$ cat src/tss_pkg.sv
// ----------------------------------------------------------------------------
// tss_pkg
// Shared types, constants and helper functions of the texture span shader.
// ----------------------------------------------------------------------------
package tss_pkg;

  localparam int LANES             = 8;
  localparam int TEXEL_DEPTH_DEF   = 16384;

  localparam int IN_DATA_W         = 184;
  localparam int IN_USER_W         = 2;
  localparam int OUT_DATA_W        = 264;
  localparam int CFG_ADDR_W        = 4;
  localparam int CFG_DATA_W        = 32;

  // Item kinds carried in tuser.
  localparam logic [1:0] OP_LOAD      = 2'd0;
  localparam logic [1:0] OP_DRAW_OPQ  = 2'd1;
  localparam logic [1:0] OP_DRAW_TRN  = 2'd2;

  // Register indexes (byte address / 4).
  localparam logic [1:0] REG_COORD_SHIFT = 2'd0;
  localparam logic [1:0] REG_U_WRAP_MASK = 2'd1;
  localparam logic [1:0] REG_V_ROW_MASK  = 2'd2;

  localparam logic [2:0]  COORD_SHIFT_RST = 3'd7;
  localparam logic [6:0]  U_WRAP_MASK_RST = 7'd127;
  localparam logic [13:0] V_ROW_MASK_RST  = 14'h3F80;

  // Control word that travels down the pipeline beside the lane data.
  typedef struct packed {
    logic       valid;
    logic [1:0] op;
    logic [7:0] shade;
  } tss_ctl_t;

  // Reduces an address below 8*depth to its place in the store.
  function automatic logic [16:0] mod_depth(input logic [16:0] x, input int unsigned depth);
    logic [16:0] r;
    r = x;
    if (r >= 17'(4 * depth)) r = r - 17'(4 * depth);
    if (r >= 17'(2 * depth)) r = r - 17'(2 * depth);
    if (r >= 17'(depth))     r = r - 17'(depth);
    return r;
  endfunction

  // Scales each byte of a texel by shade/256.
  function automatic logic [31:0] shade_word(input logic [31:0] texel, input logic [7:0] shade);
    logic [31:0] res;
    logic [15:0] prod;
    res = '0;
    for (int b = 0; b < 4; b++) begin
      prod = texel[8*b +: 8] * shade;
      res[8*b +: 8] = prod[15:8];
    end
    return res;
  endfunction

  function automatic logic is_draw(input logic [1:0] op);
    return (op == OP_DRAW_OPQ) || (op == OP_DRAW_TRN);
  endfunction

endpackage

$ cat src/tss_merge.sv
// ----------------------------------------------------------------------------
// tss_merge
// Forms the write mask (all lanes for opaque draws, the lane texel flags for
// transparent draws) and holds the output word valid until it is taken.
// ----------------------------------------------------------------------------
module tss_merge (
  input  logic                        clk,
  input  logic                        rst_n,
  input  logic                        adv,
  input  tss_pkg::tss_ctl_t           ctl2,
  input  logic [tss_pkg::LANES-1:0]   lane_nz,
  output logic [tss_pkg::LANES-1:0]   write_mask_r,
  output logic                        out_valid_r
);
  import tss_pkg::*;

  logic [LANES-1:0] write_mask_nxt;
  logic             out_valid_nxt;

  always_comb begin
    write_mask_nxt = '0;
    if (ctl2.valid) begin
      unique case (ctl2.op)
        OP_DRAW_OPQ: write_mask_nxt = '1;
        OP_DRAW_TRN: write_mask_nxt = lane_nz;
        default:     write_mask_nxt = '0;
      endcase
    end
  end

  assign out_valid_nxt = adv ? ctl2.valid : out_valid_r;

  always_ff @(posedge clk) begin
    if (!rst_n) begin
      out_valid_r <= 1'b0;
    end else begin
      out_valid_r <= out_valid_nxt;
    end
  end

  always_ff @(posedge clk) begin
    if (adv) begin
      write_mask_r <= write_mask_nxt;
    end
  end

endmodule

$ cat config.mk
export PLATFORM = sky130hd
export DESIGN_NAME = tss_merge
export DESIGN_NICKNAME = d
export VERILOG_FILES = /design/src/tss_pkg.sv /design/src/tss_merge.sv
export SDC_FILE = /design/constraint.sdc
export NUM_CORES = 1
export LEC_CHECK = 0
export BUFFER_PORTS_ARGS = -buffer_cell sky130_fd_sc_hd__buf_2
export CORE_AREA = 4 4 41 43
export CTS_CLUSTER_DIAMETER = 50
export CTS_CLUSTER_SIZE = 10
export DETAILED_ROUTE_END_ITERATION = 10
export DIE_AREA = 0 0 45 47
export GPL_ROUTABILITY_DRIVEN = 1
export PLACE_DENSITY = 0.75
export SLEW_MARGIN = 10
export SYNTH_ARGS = -nofsm -noshare
export SYNTH_HDL_FRONTEND = slang
export SYNTH_SLANG_ARGS = --single-unit
$ cat constraint.sdc
create_clock -name clk -period 1.2 [get_ports clk]
set_input_delay 0.18 -clock clk [delete_from_list [all_inputs] [get_ports clk]]
set_output_delay 0.18 -clock clk [all_outputs]
set_load 0.05 [all_outputs]
==> impl_metrics.toml <==
[routing]
viasPerCell = 4.29
drtPass1Iterations = 2
ant_nets = 0
postRouteWirelength_um = 747
drtIter0Drc = 4
wl_per_cell_um = 10.2
drc_errors = 0
num_vias = 313

[clock_tree]
hold_buffers = 0
clk_pin_slew_worst_paths_ps = 60
cts_tree = "done"
clk_latency_ps = 250
root_buffer = "clkbuf_4"
cts_sinks = 9
cts_buffers = 3
cts_setup_buffers = 0
htreeDepth = 1
post_cts_resized = 0
clock_path_buffers = 2

[yosys]
synth_top_cell_area_share_pct = 59.1
synth_flop_cell = "edfxtp_1"
yosysUniqueCellTypes = 11
synth_edf_count = 8
syn-cell-area_sq_um = 407
synth_area_leaders = "edfxtp_1 59%, a21oi_1 9.8%, nor2_1 7.4%"
synth-seq-cells = 9
yosysWarnings = 0
synthTopCellsByCount = "8 x a21oi_1, 8 x edfxtp_1, 8 x nor2_1"
synthArstFlopShare_pct = 0
syn_inst = 35
post-synth-top-area-cell = "edfxtp_1"
syn-num-nets = 59
avgSynthCellArea_sq_um = 11.6
ys_seq_area_share_pct = 64.0

[global_routing]
antenna_found_initial = 0
grt_pass1_wl_mm = 1.01
grt.overflow.total = 0
grt_pass1_vias = 272
grt_max_degree = 10
track_usage_pct = 7.03

[sta]
fmax_mhz = 977
maxSlewViolCount = 0
finalClockSkew_ps = 0
maxSlewHeadroom_pct = 81.4
worst_pin_slew_ps = 279
timing_hold_violations_final = 0
finalSetupViolCount = 0
min_period_ps = 1020
min_period_over_period_pct = 85.3
rsz0062_at_grt = "no"

[finish]
syn_to_final_growth_pct = 32.9
drive_gt1_share_pct = 43.1
fill_cells = 143
postLayoutCellArea_sq_um = 541
final_cells = 73
seq_area_sq_um = 260
multi_input_area_sq_um = 118
layout.nets = 83
diodes = 0
final_util_pct = 41.5

[min_path]
hold_path_startpoint = "rst_n"
hp-class = "in2reg"

[power_and_ir_drop]
pwr_density_cell_nw_per_um2 = 1420
peakVddDrop_mv = 0.490
leakagePower_nw = 0.246

[critical_path]
end_kind = "primary output"
required_ps = 1020
critical_path.slowest_cell = "dfxtp_1"
rr_startpoint = "out_valid_r$_SDFFE_PN0P_"
cp_num_buf_inv = 1
crit_arrival_ps = 840
cp_top_family = "flip-flops"
critical_path_class = "reg2out"
max_stage_delay_ps = 330
worst-path-max-fanout = 2
crit_path_cell_trace = "buf_2"
start_kind = "register"
cp-startpoint = "out_valid_r$_SDFFE_PN0P_"

[placement]
dp_cells = 69
port-buffer-count = 22
dp_hpwl_um = 587
postPlaceCellArea_sq_um = 514
place.gp.congestion = 0.597

[die]
die_w_um = 45
die_h_um = 47
start_util_pct = 31.3
fp-row-count = 13
ios = 31
core_sq_um = 1300
fp.dieArea_sq_um = 2120

[outcome]
status = "finished clean"

[run]
max_cap_viol_count = 0
-- cell type report --
cell class	instances	share of cell area, %
Tap cell	15	3.47
Clock buffer	4	4.86
Multi-Input combinational cell	21	21.8
Inverter	2	1.39
Timing Repair Buffer	22	20.4
Sequential cell	9	48.1
-- flip-flops by register name (all words and copies together), names as in the netlist --
register	count
out_valid_r	1
write_mask_r	8
-- cell usage in the layout, fill, tap and decap left out --
cell and count:
nand2b_1 1, dfxtp_1 1, buf_2 22, edfxtp_1 8
mux2i_1 1, clkbuf_4 3, inv_1 2, ha_1 2
a21oi_1 8, clkbuf_1 1, nor2_1 8, nor2b_1 1
-- worst register-to-register path, delay by kind of cell, from the launching register on --
kind | cells | cell delay, ps
flops | 1 | 310
mux | 1 | 120
simple gates | 1 | 60
-- logic make-up (layout without fill, tap and decap cells) --
group	Yosys count	after routing	share of synthesized area, %
buffers and inverters	5	28	7.08
adders and majority gates	2	2	6.15
DFF	9	9	64.0
and+or+nand+nor	10	10	10.5
muxes	1	1	2.46
AOI/OAI and AO/OA	8	8	9.85
-- layer usage --
| metal | global-route usage (%) | share of wire, % |
|---|---|---|
| met5 | 0 | 0 |
| met4 | 3.51 | 0 |
| met3 | 4.21 | 13 |
| met2 | 11.9 | 50 |
| met1 | 6.82 | 36 |
-- power breakdown --
| part | leakage [nW] | internal, W | switching (W) |
|---|---|---|---|
| Clock | 0.0150 | 0.000128 | 0.000101 |
| Sequential | 0.0846 | 0.000365 | 0.00000456 |
| Combinational | 0.147 | 0.0000457 | 0.000122 |
| Total | 0.246 | 0.000539 | 0.000228 |
-- path summary, 6_finish.rpt --
check	to	slack [ps]	cells past startpoint
max	out_valid_r	180	1
min reg2reg	out_valid_r$_SDFFE_PN0P_	520	2
min	out_valid_r$_SDFFE_PN0P_	130	2
max reg2reg	out_valid_r$_SDFFE_PN0P_	610	2
-- per-stage QoR --
step                TNS, ps  setup WS (ps)  hold slack, ps  power [W]
floorplan                 0            244             292   0.000500
global placement          0           40.1             392   0.000542
detailed placement    -8.84          -4.92             398   0.000546
CTS                       0            167             134   0.000771
global route              0            130             162   0.000795
finish                    0            177             134   0.000767
(Power assumes the default switching activity.)
